`config.mk`:
```
export PLATFORM = sky130hd
export DESIGN_NAME = neural_activation_unit
export DESIGN_NICKNAME = d
export VERILOG_FILES = /design/src/design/nau_pkg.sv /design/src/design/nau_front.sv /design/src/design/nau_queue.sv /design/src/design/nau_back.sv /design/src/design/neural_activation_unit.sv
export VERILOG_INCLUDE_DIRS = /design/src /design/src/design
export SDC_FILE = /design/constraint.sdc
export NUM_CORES = 1
export LEC_CHECK = 0
export BUFFER_PORTS_ARGS = -buffer_cell sky130_fd_sc_hd__buf_2
export CAP_MARGIN = 20
export CORE_AREA = 2 2 167 169
export DETAILED_ROUTE_END_ITERATION = 16
export DIE_AREA = 0 0 169 171
export PLACE_DENSITY = 0.75
export SLEW_MARGIN = 5
export SYNTH_ARGS = -nofsm -noshare
export SYNTH_HDL_FRONTEND = slang
export SYNTH_SLANG_ARGS = --single-unit
```
`constraint.sdc`:
```
create_clock -name clk -period 25.3 [get_ports clk]
set_input_delay 5.06 -clock clk [delete_from_list [all_inputs] [get_ports clk]]
set_output_delay 5.06 -clock clk [all_outputs]
set_load 0.03 [all_outputs]
```
`src/design/assert_macros.svh`:
```
// assertion macros shared by the activation unit
// expects clk and arst_n in the scope where a macro is used
`ifndef ASSERT_MACROS_SVH
`define ASSERT_MACROS_SVH

// condition must never be seen at a clock edge outside reset
`define NAU_ASSERT_NEVER(label, cond, msg) \
	label: assert property (@(posedge clk) disable iff (!arst_n) !(cond)) else $error(msg);

// antecedent at an edge implies the consequent property
`define NAU_ASSERT_IMPLY(label, ante, cons, msg) \
	label: assert property (@(posedge clk) disable iff (!arst_n) (ante) |-> (cons)) else $error(msg);

`endif

```
`src/design/nau_pkg.sv`:
```
// shared types, constants and lookup tables of the activation unit
// no dependencies
package nau_pkg;

	// data format
	localparam int DATA_W    = 16;
	localparam int MODE_W    = 3;
	localparam int FRAC_BITS = 8;

	// table geometry: segments over [-8,8)
	localparam int TABLE_SEGMENTS = 64;
	localparam int SEG_W          = $clog2(TABLE_SEGMENTS);
	localparam int SPAN_W         = FRAC_BITS + 4;
	localparam int FRAC_W         = SPAN_W - SEG_W;
	localparam int TAB_IDX_W      = SEG_W + 1;
	localparam int X_OFFSET       = 8 << FRAC_BITS;

	// leaky slope 655/65536
	localparam int LEAK_NUM   = 655;
	localparam int LEAK_W     = 10;
	localparam int LEAK_SHIFT = 16;

	// multiplier operands and product
	localparam int MUL_A_W = DATA_W;
	localparam int MUL_B_W = (FRAC_W > LEAK_W) ? FRAC_W : LEAK_W;
	localparam int PROD_W  = MUL_A_W + MUL_B_W;

	// queue between front and back
	localparam int QUEUE_DEPTH = 2;

	// function limits
	localparam logic signed [DATA_W-1:0] SIG_LO  = 16'sd0;
	localparam logic signed [DATA_W-1:0] SIG_HI  = 16'sd256;
	localparam logic signed [DATA_W-1:0] TANH_LO = -16'sd256;
	localparam logic signed [DATA_W-1:0] TANH_HI = 16'sd256;

	typedef enum logic [MODE_W-1:0] {
		MODE_IDENTITY = 3'd0,
		MODE_RELU     = 3'd1,
		MODE_SIGMOID  = 3'd2,
		MODE_TANH     = 3'd3,
		MODE_LEAKY    = 3'd4
	} mode_t;

	typedef enum logic [1:0] {
		OP_PASS,
		OP_SIG,
		OP_TANH,
		OP_LEAKY
	} op_t;

	// classified item handed from front to back
	typedef struct packed {
		op_t                       op;
		logic signed [DATA_W-1:0]  value;
		logic [SEG_W-1:0]          seg;
		logic [FRAC_W-1:0]         frac;
	} front_item_t;

	// sigmoid at breakpoints -8 + i/4, Q7.8
	localparam logic signed [DATA_W-1:0] SIG_TAB [0:TABLE_SEGMENTS] = '{
		16'sd0,   16'sd0,   16'sd0,   16'sd0,   16'sd0,   16'sd0,   16'sd0,   16'sd0,
		16'sd1,   16'sd1,   16'sd1,   16'sd1,   16'sd2,   16'sd2,   16'sd3,   16'sd4,
		16'sd5,   16'sd6,   16'sd8,   16'sd10,  16'sd12,  16'sd15,  16'sd19,  16'sd24,
		16'sd31,  16'sd38,  16'sd47,  16'sd57,  16'sd69,  16'sd82,  16'sd97,  16'sd112,
		16'sd128,
		16'sd144, 16'sd159, 16'sd174, 16'sd187, 16'sd199, 16'sd209, 16'sd218, 16'sd225,
		16'sd232, 16'sd237, 16'sd241, 16'sd244, 16'sd246, 16'sd248, 16'sd250, 16'sd251,
		16'sd252, 16'sd253, 16'sd254, 16'sd254, 16'sd255, 16'sd255, 16'sd255, 16'sd255,
		16'sd256, 16'sd256, 16'sd256, 16'sd256, 16'sd256, 16'sd256, 16'sd256, 16'sd256
	};

	// tanh at breakpoints -8 + i/4, Q7.8
	localparam logic signed [DATA_W-1:0] TANH_TAB [0:TABLE_SEGMENTS] = '{
		-16'sd256, -16'sd256, -16'sd256, -16'sd256, -16'sd256, -16'sd256, -16'sd256,
		-16'sd256, -16'sd256, -16'sd256, -16'sd256, -16'sd256, -16'sd256, -16'sd256,
		-16'sd256, -16'sd256, -16'sd256, -16'sd256, -16'sd256,
		-16'sd255, -16'sd255, -16'sd254, -16'sd253, -16'sd250, -16'sd247, -16'sd241,
		-16'sd232, -16'sd217, -16'sd195, -16'sd163, -16'sd118, -16'sd63,
		16'sd0,
		16'sd63,  16'sd118, 16'sd163, 16'sd195, 16'sd217, 16'sd232, 16'sd241, 16'sd247,
		16'sd250, 16'sd253, 16'sd254, 16'sd255, 16'sd255,
		16'sd256, 16'sd256, 16'sd256, 16'sd256, 16'sd256, 16'sd256, 16'sd256,
		16'sd256, 16'sd256, 16'sd256, 16'sd256, 16'sd256, 16'sd256, 16'sd256,
		16'sd256, 16'sd256, 16'sd256, 16'sd256, 16'sd256
	};

endpackage

```
`src/design/nau_front.sv`:
```
// front end: mode register, input handshake and item classification
// depends on nau_pkg
module nau_front (
	input  logic                               clk,
	input  logic                               arst_n,
	input  logic                               cfg_write,
	input  logic [nau_pkg::MODE_W-1:0]         cfg_data,
	input  logic                               start,
	input  logic signed [nau_pkg::DATA_W-1:0]  x_value,
	input  logic                               queue_full,
	output logic                               busy,
	output logic                               push,
	output nau_pkg::front_item_t               push_item,
	output logic [nau_pkg::MODE_W-1:0]         mode
);

	localparam int P_W = nau_pkg::DATA_W + 1;

	logic [nau_pkg::MODE_W-1:0] mode_q;
	logic signed [P_W-1:0]      pos;
	logic                       below;
	logic                       above;

	// activation mode register
	always_ff @(posedge clk or negedge arst_n) begin
		if (!arst_n) begin
			mode_q <= nau_pkg::MODE_IDENTITY;
		end else if (cfg_write) begin
			mode_q <= cfg_data;
		end
	end

	assign mode = mode_q;

	// handshake: accept while the queue has room
	assign busy = queue_full;
	assign push = start && !queue_full;

	// position inside the table span and out-of-range flags
	always_comb begin
		pos   = $signed({x_value[nau_pkg::DATA_W-1], x_value}) + P_W'(nau_pkg::X_OFFSET);
		below = pos[P_W-1];
		above = !below && (pos[P_W-2:nau_pkg::SPAN_W] != '0);
	end

	// classify the item for the back end
	always_comb begin
		push_item.op    = nau_pkg::OP_PASS;
		push_item.value = x_value;
		push_item.seg   = pos[nau_pkg::SPAN_W-1:nau_pkg::FRAC_W];
		push_item.frac  = pos[nau_pkg::FRAC_W-1:0];
		case (mode_q)
			nau_pkg::MODE_RELU: begin
				if (x_value[nau_pkg::DATA_W-1]) begin
					push_item.value = '0;
				end
			end
			nau_pkg::MODE_SIGMOID: begin
				if (below) begin
					push_item.value = nau_pkg::SIG_LO;
				end else if (above) begin
					push_item.value = nau_pkg::SIG_HI;
				end else begin
					push_item.op = nau_pkg::OP_SIG;
				end
			end
			nau_pkg::MODE_TANH: begin
				if (below) begin
					push_item.value = nau_pkg::TANH_LO;
				end else if (above) begin
					push_item.value = nau_pkg::TANH_HI;
				end else begin
					push_item.op = nau_pkg::OP_TANH;
				end
			end
			nau_pkg::MODE_LEAKY: begin
				push_item.op = nau_pkg::OP_LEAKY;
			end
			default: begin
				push_item.op = nau_pkg::OP_PASS;
			end
		endcase
	end

endmodule

```
`src/design/nau_queue.sv`:
```
// short fifo of classified items between front and back
// depends on nau_pkg
module nau_queue #(
	parameter int DEPTH = nau_pkg::QUEUE_DEPTH
) (
	input  logic                  clk,
	input  logic                  arst_n,
	input  logic                  push,
	input  nau_pkg::front_item_t  push_item,
	input  logic                  pop,
	output nau_pkg::front_item_t  head_item,
	output logic                  not_empty,
	output logic                  full
);

	localparam int IDX_W = (DEPTH > 1) ? $clog2(DEPTH) : 1;
	localparam int CNT_W = $clog2(DEPTH + 1);

	nau_pkg::front_item_t store_q [DEPTH];
	logic [IDX_W-1:0]     wr_ptr_q;
	logic [IDX_W-1:0]     rd_ptr_q;
	logic [CNT_W-1:0]     count_q;
	logic                 push_ok;
	logic                 pop_ok;

	assign not_empty = (count_q != '0);
	assign full      = (count_q == CNT_W'(DEPTH));
	assign push_ok   = push && !full;
	assign pop_ok    = pop && not_empty;
	assign head_item = store_q[rd_ptr_q];

	// item storage
	always_ff @(posedge clk) begin
		if (push_ok) begin
			store_q[wr_ptr_q] <= push_item;
		end
	end

	// pointers and fill count
	always_ff @(posedge clk or negedge arst_n) begin
		if (!arst_n) begin
			wr_ptr_q <= '0;
			rd_ptr_q <= '0;
			count_q  <= '0;
		end else begin
			if (push_ok) begin
				wr_ptr_q <= (wr_ptr_q == IDX_W'(DEPTH - 1)) ? '0 : wr_ptr_q + 1'b1;
			end
			if (pop_ok) begin
				rd_ptr_q <= (rd_ptr_q == IDX_W'(DEPTH - 1)) ? '0 : rd_ptr_q + 1'b1;
			end
			case ({push_ok, pop_ok})
				2'b10:   count_q <= count_q + 1'b1;
				2'b01:   count_q <= count_q - 1'b1;
				default: count_q <= count_q;
			endcase
		end
	end

endmodule

```
`src/design/nau_back.sv`:
```
// back end: table read and multiply, then rounding, add and saturation
// depends on nau_pkg
module nau_back (
	input  logic                               clk,
	input  logic                               arst_n,
	input  logic                               item_valid,
	input  nau_pkg::front_item_t               item,
	output logic                               done,
	output logic signed [nau_pkg::DATA_W-1:0]  y_value
);

	localparam int DW    = nau_pkg::DATA_W;
	localparam int SUM_W = DW + 2;
	localparam int RND_W = nau_pkg::PROD_W + 1;

	logic [nau_pkg::TAB_IDX_W-1:0] idx_lo;
	logic [nau_pkg::TAB_IDX_W-1:0] idx_hi;
	logic signed [DW-1:0]          lo_v;
	logic signed [DW-1:0]          hi_v;
	logic signed [DW:0]            delta;
	logic [DW:0]                   delta_mag;
	logic [DW:0]                   neg_x;
	logic signed [DW-1:0]          base_c;
	logic [nau_pkg::MUL_A_W-1:0]   mul_a;
	logic [nau_pkg::MUL_B_W-1:0]   mul_b;
	logic                          neg_c;
	logic                          leak_c;

	logic                          valid_s1;
	logic signed [DW-1:0]          base_s1;
	logic [nau_pkg::PROD_W-1:0]    prod_s1;
	logic                          neg_s1;
	logic                          leak_s1;

	logic [RND_W-1:0]              rounded;
	logic [DW:0]                   q_mag;
	logic signed [SUM_W-1:0]       sum;
	logic signed [DW-1:0]          sat;

	logic                          valid_s2;
	logic signed [DW-1:0]          y_s2;

	// stage 1: table neighbors, slope and operand selection
	always_comb begin
		idx_lo    = {1'b0, item.seg};
		idx_hi    = idx_lo + 1'b1;
		lo_v      = (item.op == nau_pkg::OP_TANH) ? nau_pkg::TANH_TAB[idx_lo]
		                                          : nau_pkg::SIG_TAB[idx_lo];
		hi_v      = (item.op == nau_pkg::OP_TANH) ? nau_pkg::TANH_TAB[idx_hi]
		                                          : nau_pkg::SIG_TAB[idx_hi];
		delta     = $signed({hi_v[DW-1], hi_v}) - $signed({lo_v[DW-1], lo_v});
		delta_mag = delta[DW] ? (DW+1)'(-delta) : delta;
		neg_x     = (DW+1)'(-$signed({item.value[DW-1], item.value}));

		base_c = item.value;
		mul_a  = '0;
		mul_b  = '0;
		neg_c  = 1'b0;
		leak_c = 1'b0;
		case (item.op)
			nau_pkg::OP_SIG, nau_pkg::OP_TANH: begin
				base_c = lo_v;
				mul_a  = delta_mag[nau_pkg::MUL_A_W-1:0];
				mul_b  = nau_pkg::MUL_B_W'(item.frac);
				neg_c  = delta[DW];
			end
			nau_pkg::OP_LEAKY: begin
				if (item.value[DW-1]) begin
					base_c = '0;
					mul_a  = neg_x[nau_pkg::MUL_A_W-1:0];
					mul_b  = nau_pkg::MUL_B_W'(nau_pkg::LEAK_NUM);
					neg_c  = 1'b1;
					leak_c = 1'b1;
				end
			end
			default: begin
				base_c = item.value;
			end
		endcase
	end

	// stage 1 registers, product registered
	always_ff @(posedge clk) begin
		base_s1 <= base_c;
		prod_s1 <= mul_a * mul_b;
		neg_s1  <= neg_c;
		leak_s1 <= leak_c;
	end

	// stage 2: round the product, apply it to the base, saturate
	always_comb begin
		if (leak_s1) begin
			rounded = (RND_W'(prod_s1) + RND_W'(1 << (nau_pkg::LEAK_SHIFT - 1)))
			          >> nau_pkg::LEAK_SHIFT;
		end else begin
			rounded = (RND_W'(prod_s1) + RND_W'(1 << (nau_pkg::FRAC_W - 1)))
			          >> nau_pkg::FRAC_W;
		end
		q_mag = rounded[DW:0];
		if (neg_s1) begin
			sum = SUM_W'(base_s1) - $signed({1'b0, q_mag});
		end else begin
			sum = SUM_W'(base_s1) + $signed({1'b0, q_mag});
		end
		if (sum > SUM_W'(2**(DW-1) - 1)) begin
			sat = {1'b0, {(DW-1){1'b1}}};
		end else if (sum < -$signed(SUM_W'(2**(DW-1)))) begin
			sat = {1'b1, {(DW-1){1'b0}}};
		end else begin
			sat = sum[DW-1:0];
		end
	end

	// stage 2 output register
	always_ff @(posedge clk) begin
		y_s2 <= sat;
	end

	// stage valids
	always_ff @(posedge clk or negedge arst_n) begin
		if (!arst_n) begin
			valid_s1 <= 1'b0;
			valid_s2 <= 1'b0;
		end else begin
			valid_s1 <= item_valid;
			valid_s2 <= valid_s1;
		end
	end

	assign done    = valid_s2;
	assign y_value = y_s2;

endmodule

```
`src/design/neural_activation_unit.sv`:
```
// top level of the activation unit: front, item queue and back end
// depends on nau_pkg, nau_front, nau_queue, nau_back and assert_macros.svh
`include "assert_macros.svh"

// One Q7.8 sample is taken per clock whenever start is high and busy is low.
// Its activation is on y_value with done high for exactly one cycle, once the
// item has passed through the queue and then the stage 1 registers and the
// stage 2 output register of the back end. The back end drains the item queue
// every cycle, so busy stays low in normal use and the sustained rate is one
// item per clock. Sigmoid and tanh come from 65-point constant tables read in
// the first back-end stage, interpolated by one multiply; leaky ReLU uses the
// same multiplier. Write cfg_data with cfg_write only while no item is in
// flight; codes above four give the identity. There is no result backpressure.
module neural_activation_unit #(
	parameter int QUEUE_DEPTH = nau_pkg::QUEUE_DEPTH
) (
	input  logic                               clk,
	input  logic                               arst_n,
	input  logic                               cfg_write,
	input  logic [nau_pkg::MODE_W-1:0]         cfg_data,
	input  logic                               start,
	output logic                               busy,
	input  logic signed [nau_pkg::DATA_W-1:0]  x_value,
	output logic                               done,
	output logic signed [nau_pkg::DATA_W-1:0]  y_value
);

	logic                       push;
	nau_pkg::front_item_t       push_item;
	nau_pkg::front_item_t       head_item;
	logic                       not_empty;
	logic                       queue_full;
	logic [nau_pkg::MODE_W-1:0] mode;
	logic                       relu_done;
	logic                       sig_done;
	logic                       sig_in_range;

	// accept and classify
	nau_front u_front (
		.clk        (clk),
		.arst_n     (arst_n),
		.cfg_write  (cfg_write),
		.cfg_data   (cfg_data),
		.start      (start),
		.x_value    (x_value),
		.queue_full (queue_full),
		.busy       (busy),
		.push       (push),
		.push_item  (push_item),
		.mode       (mode)
	);

	// item queue, drained every cycle it holds an item
	nau_queue #(
		.DEPTH (QUEUE_DEPTH)
	) u_queue (
		.clk       (clk),
		.arst_n    (arst_n),
		.push      (push),
		.push_item (push_item),
		.pop       (not_empty),
		.head_item (head_item),
		.not_empty (not_empty),
		.full      (queue_full)
	);

	// compute
	nau_back u_back (
		.clk        (clk),
		.arst_n     (arst_n),
		.item_valid (not_empty),
		.item       (head_item),
		.done       (done),
		.y_value    (y_value)
	);

	// result qualifiers for the checks
	assign relu_done    = done && (mode == nau_pkg::MODE_RELU);
	assign sig_done     = done && (mode == nau_pkg::MODE_SIGMOID);
	assign sig_in_range = !y_value[nau_pkg::DATA_W-1] && (y_value <= nau_pkg::SIG_HI);

	// checks
	`NAU_ASSERT_NEVER(a_queue_never_full, busy, "item queue filled up")
	`NAU_ASSERT_IMPLY(a_fixed_latency, start && !busy, ##3 done, "result latency broken")
	`NAU_ASSERT_IMPLY(a_relu_nonneg, relu_done, !y_value[nau_pkg::DATA_W-1], "negative relu")
	`NAU_ASSERT_IMPLY(a_sigmoid_range, sig_done, sig_in_range, "sigmoid result out of range")

endmodule

```
### Yosys cells after proc, flatten, opt, wreduce, memory -nomap -nowiden

Memories as Yosys holds them, arrays and structs flattened.
Index checks and enable logic that the tools add are counted.

* flip-flop bits (word level): 69
* bits in latches: 0
* memory bits (writable): 60
* bits in read-only memories: 8192
* input bits: 23
* word-level logic and storage cells: 92
* memories kept: 5

* add/sub/neg operators: 13
* multiply operators: 1
* div/mod/pow operators: 0
* $lt $le $gt $ge: 4
* equality and inequality tests: 10
* shifts and indexed selects: 0
* muxes and demuxes: 37
* bitwise gates (word level): 2
* reduce and logical (&&, ||, !) cells: 9

Memories
* (no name shown): depth 128, width 16, read ports 1, clocked after Yosys merged registers in 0, write ports 0, RTL line nau_back.sv:49 `hi_v = (item.op == nau_pkg::OP_TANH) ? nau_pkg::TANH_TAB[idx_hi]`
* (no name shown): depth 128, width 16, read ports 1, clocked after Yosys merged registers in 0, write ports 0, RTL line nau_back.sv:47 `lo_v = (item.op == nau_pkg::OP_TANH) ? nau_pkg::TANH_TAB[idx_lo]`
* (no name shown): depth 128, width 16, read ports 1, clocked after Yosys merged registers in 0, write ports 0, RTL line nau_back.sv:50 `: nau_pkg::SIG_TAB[idx_hi];`
* (no name shown): depth 128, width 16, read ports 1, clocked after Yosys merged registers in 0, write ports 0, RTL line nau_back.sv:48 `: nau_pkg::SIG_TAB[idx_lo];`
* u_queue.store_q: depth 2, width 30, read ports 1, clocked after Yosys merged registers in 0, write ports 1, RTL line nau_queue.sv:19 `nau_pkg::front_item_t store_q [DEPTH];`

Operators by type and width (count)
* 16-bit two-way mux: 16
* 16-bit one-hot mux with 2 select lines: 2
* 16-bit one-hot mux with 3 select lines: 1
* 16-bit negator: 2
* 15-bit two-way mux: 2
* 26-bit by 16-bit adder with 27-bit output, second input constant: 1
* 16-bit by 10-bit multiplier with 26-bit output: 1
* 23-bit by 6-bit adder with 23-bit output, second input constant: 1
* 10-bit one-hot mux with 2 select lines: 1
* 16-bit by 18-bit adder with 18-bit output: 1
* 18-bit by 16-bit greater-than comparator with 1-bit output, second input constant: 1
* 18-bit by 16-bit < comparator with 1-bit output, second input constant: 1
* 18-bit two-way mux: 1
* 16-bit by 18-bit subtractor with 18-bit output: 1
* 16-bit by 13-bit adder with 17-bit output, second input constant: 1
* 17-bit two-way mux: 1
* 16-bit by 16-bit subtractor with 17-bit output: 1
* 8-bit >= comparator, second input constant: 2
* 10-bit two-way mux: 1
* 2-bit equality test, second input constant: 4
* 6-bit NOT with 8-bit output: 1
* 7-bit NOT with 8-bit output: 1
* 6-bit by 1-bit adder with 7-bit output, second input constant: 1
* 3-bit by 2-bit equality test with 1-bit output, second input constant: 2
* other kinds (16): 29

### Depth between registers and ports, before layout

An unclocked memory read counts as a cell.

* depth after elaboration: 12
* mapped depth: 48

### By module

Synthesis repeated with hierarchy kept, for this count alone.

* cells, all modules: 1641
* area, all modules: 14114.8 sq um

By module, submodules not included
* nau_back: times used 1, cells an instance 1455, area each 11150.7 sq um, seq. area each 1151.1 sq um
* nau_queue: times used 1, cells an instance 111, area each 2361.0 sq um, seq. area each 1901.8 sq um
* nau_front: times used 1, cells an instance 75, area each 603.1 sq um, seq. area each 75.1 sq um

### Worst setup path before layout

No wires, ideal clock.

* kind: register -> register
* from: register u_queue.rd_ptr_q
* to: register u_back.prod_s1[25] in the netlist's numbering
* library setup time: 0.072 ns
* arrival time: 10.588 ns
* slack: 14.639 ns
* cell stages (with the launch flop): 44
* path buffers: 8
* period minus slack after synthesis: 10.661 ns
* path through: dfrtp_1 buf_2 buf_2 buf_1 buf_1 buf_2 mux2i_1 ha_1 clkbuf_1 clkbuf_1 o311ai_0 o211ai_1 ha_1 inv_1 fa_1 a21o_1 a21oi_1 xnor2_1 [8 not listed] fa_1 fa_1 fa_1 inv_1 fa_1 inv_1 ha_1 clkbuf_1 a21o_1 a21o_1 a21oi_1 nand2_1 nor2_1 o21ai_1 a311oi_1 o21ai_1 a21oi_1 xnor2_1

* cells in the longest elaborated chain, start to end: 12
* elaborated cells between the ends (all ways): 31

Ends and longest elaborated chain
* start, declared: RTL line nau_queue.sv:21 `logic [IDX_W-1:0] rd_ptr_q;`
* start signal, assigned: RTL line nau_queue.sv:50 `rd_ptr_q <= (rd_ptr_q == IDX_W'(DEPTH - 1)) ? '0 : rd_ptr_q + 1'b1;`
* memory read 2 x 30 bit *
* 6-bit by 1-bit adder with 7-bit output: RTL line nau_back.sv:46 `idx_hi = idx_lo + 1'b1;`
* 7-bit NOT with 8-bit output (not written as such): RTL line nau_back.sv:49, nau_back.sv:50
* memory read 128 x 16 bit (on tied branches)
* 16-bit two-way mux (on tied branches) (2 in series): RTL line nau_back.sv:50, nau_back.sv:49
* 16-bit two-way mux: RTL line nau_back.sv:49
* 16-bit by 16-bit subtractor with 17-bit output: RTL line nau_back.sv:51 `delta = $signed({hi_v[DW-1], hi_v}) - $signed({lo_v[DW-1], lo_v});`
* 16-bit negator: RTL line nau_back.sv:52 `delta_mag = delta[DW] ? (DW+1)'(-delta) : delta;`
* 16-bit two-way mux: RTL line nau_back.sv:52
* 16-bit one-hot mux with 2 select lines: RTL line nau_back.sv:60 `case (item.op)`
* 16-bit by 10-bit multiplier with 26-bit output *: RTL line nau_back.sv:85 `prod_s1 <= mul_a * mul_b;`
* end signal, assigned: RTL line nau_back.sv:85
* end, declared: RTL line nau_back.sv:31 `logic [nau_pkg::PROD_W-1:0] prod_s1;`

Mark *: on every way between the ends. The rest lies on a longest branch, timed or not. The select of a mux whose other input is x is not followed.
A chain may end at the register's enable or synchronous reset.

### Worst setup path after layout

Ends and elaborated chain as after synthesis.

==> metrics.csv <==
metric,value,unit
CTS tree,yes,
Fillers,2483,
Final Max Tran Viols,0,
Layout area overhead,7.73,%
final hold viol count,0,
outcome,"complete, no violations",
share of cells above drive strength 1,8.13,%
Syn Inst Count,1595,
vias per cell,5.98,
DRC viols,0,
most frequent cells in the layout,"nor2_1 (164), nand2_1 (138), inv_1 (133), ha_1 (133), a21oi_1 (118)",
met1 Usage GRT,34.3,%
die height,171,um
antenna fix cells,0,
Initial Util,49.6,%
Final period util,47.6,%
setup repair after global routing missed its margin,no,
htree depth,4,
pre-CTS WS,13.41,ns
Slew Limit Headroom,32.8,%
Area contributors post-synth,"edfxtp_1 (13%), ha_1 (12%), fa_1 (12%)",
slowest CP cell,nor2_1,
simple-gate share of the synthesized area,18.2,%
Syn Nets,1831,
Post-CTS Hold Fix Bufs,0,
final setup vio count,0,
GR Util met2,42.3,%
worst endpoint required time,25.64,ns
hold_sp,u_back.valid_s1,
ys flop type,edfxtp_1,
compound-gate portion of the synthesized area,18.4,%
gr busiest metal,met2,
Detail Route Antenna Nets,0,
Syn Std Cell Area,13600,um2
routing usage on met3,3.89,%
post-synth top area share,13.3,%
RR Startpoint,u_queue.rd_ptr_q,
number of synthesized flops with an enable pin,60,
clock-pin slew of the registers on the worst-case setup and hold paths,0.06,ns
CTS root buf,clkbuf_16,
core area,27300,um2
Least-Margin Pin Slew,1.01,ns
XOR/XNOR Fraction of Synth Area,6.58,%
largest area contributor in the netlist,edfxtp_1,
Initial DRC Count,1020,
worst setup path startpoint,u_queue.rd_ptr_q,
Post-DP HPWL,27.9,mm
Final Skew,0.0143,ns
footprint of the multi-input gates,9660,um2
"Avg Cell Area, Syn",8.50,um2
Yosys Warn Count,0,
vias in the first global route,11700,
setup TNS,0,ns
gr usage total,25.4,%
Worst EP arrival,12.37,ns
CP endpoint kind,register,
clock buffer count from CTS,17,
initial antenna violation count,0,
Bufs on Longest Clock Path,2,
register area,3130,um2
Routability Congestion,1.00,
"commonest non-fill, non-tap cell in the layout",nor2_1,
Worst Setup Start Kind,register,
Synth Area in Adders,24.1,%
first-pass GRT wire length,59.1,mm
Worst Path Max Fanout,44,
final core occ,53.5,%
fmax,83.1,MHz
Final WS setup,13.27,ns
Worst-Skew Late Latency,0.42,ns
Synth async-reset ratio,7.26,%
Final min period,12.03,ns
first-pass iteration count of the detailed router,5,
mux cell area share after synthesis,3.91,%
most frequent CP cell,fa_1,
Yosys cell types,84,
CTS Sinks,124,
maxcap violations,0,
Die Width,169,um
WS Path Type,reg -> reg,
Worst Hold Class,reg -> reg,
routed wire length,35.8,mm
IO Port Bufs,40,
post-CTS sizing,0,
crit-path max cell delay,0.70,ns
Post-CTS Setup Bufs,0,
largest family of logic cells by synthesized area,adder cells,
full die area,28900,um2
register area share after synthesis,23.1,%
# rows,61,
IO Count,41,
Yosys reg bits,124,
total gr overflow,0,
vias,11700,
nets@finish,1834,
WL per Instance,18.3,um
largest net degree at the start of global routing,45,
==> path summary, 6_finish.rpt <==
kind,end,depth (start not counted),slack (ns)
max,u_back.prod_s1[25],41,13.27
min,u_back.done,0,0.36
max reg2reg,u_back.prod_s1[25],41,13.27
min reg2reg,u_back.done,0,0.36
max in group asynchronous,u_queue.rd_ptr_q,1,20.61
min in group asynchronous,u_queue.wr_ptr_q,1,4.49
==> sequential cells by signal (all words and copies together), names as in the netlist, 2 cells and up <==
register / count
u_queue.store_q: 60
u_back.y_value: 16
u_back.prod_s1: 21
u_queue.count_q: 2
u_back.base_s1: 16
u_front.mode: 3
==> per-layer routing <==
layer,vias up,share of wire [%]
met5,-,0
met4,0,2.0
met3,55,6.5
met2,447,47
met1,5607,44
li1,5598,-
==> per-stage QoR <==
step	instance area, um2	std cells	hold slack (ns)
4_1_cts	14600	1957	0.358
3_3_place_gp	14000	1925	0.338
6_report	14600	1957	0.357
3_5_place_dp	14000	1925	0.339
5_1_grt	14600	1957	0.373
2_1_floorplan	13600	1595	0.331
==> Yosys cell counts (27+ instances only) <==
master,instances
clkbuf_1,57
a21oi_1,118
nor2b_1,31
nand2b_1,34
dfxtp_1,55
o21ai_0,82
mux2i_1,29
nand3_1,27
nand2_1,138
nor2_1,165
fa_1,80
edfxtp_1,60
ha_1,133
nor3_1,37
xnor2_1,67
inv_1,133
xor2_1,33
a21o_1,38
==> cell type report <==
type / count / share of cell area, %
flip-flops and latches: 124 / 21.4
repair buffers: 53 / 2.04
well taps: 346 / 2.96
clock buffers: 19 / 3.03
multi-input cells: 1268 / 66.1
inverters: 134 / 3.44
clock inverters: 13 / 0.968
==> logic make-up after synthesis <==
kind of cell / count (synthesis)
buf+inv: 203
mux: 48
simple gates: 515
compound gates: 391
fa+ha+maj: 213
flops: 124
xor+xnor: 101
==> critical path: cells and delay by family, from the launching register on <==
| family | cells | cell delay [ns] |
|---|---|---|
| buffers and inverters | 6 | 1.36 |
| DFF | 1 | 0.43 |
| xor gates and xnor gates | 2 | 0.32 |
| muxes | 1 | 0.27 |
| and+or+nand+nor | 9 | 2.44 |
| AOI/OAI and AO/OA | 16 | 3.83 |
| adders and majority gates | 7 | 3.29 |
Power is not shown: default switching activity piles up to over one toggle a cycle in this logic, so the estimate is an artifact.
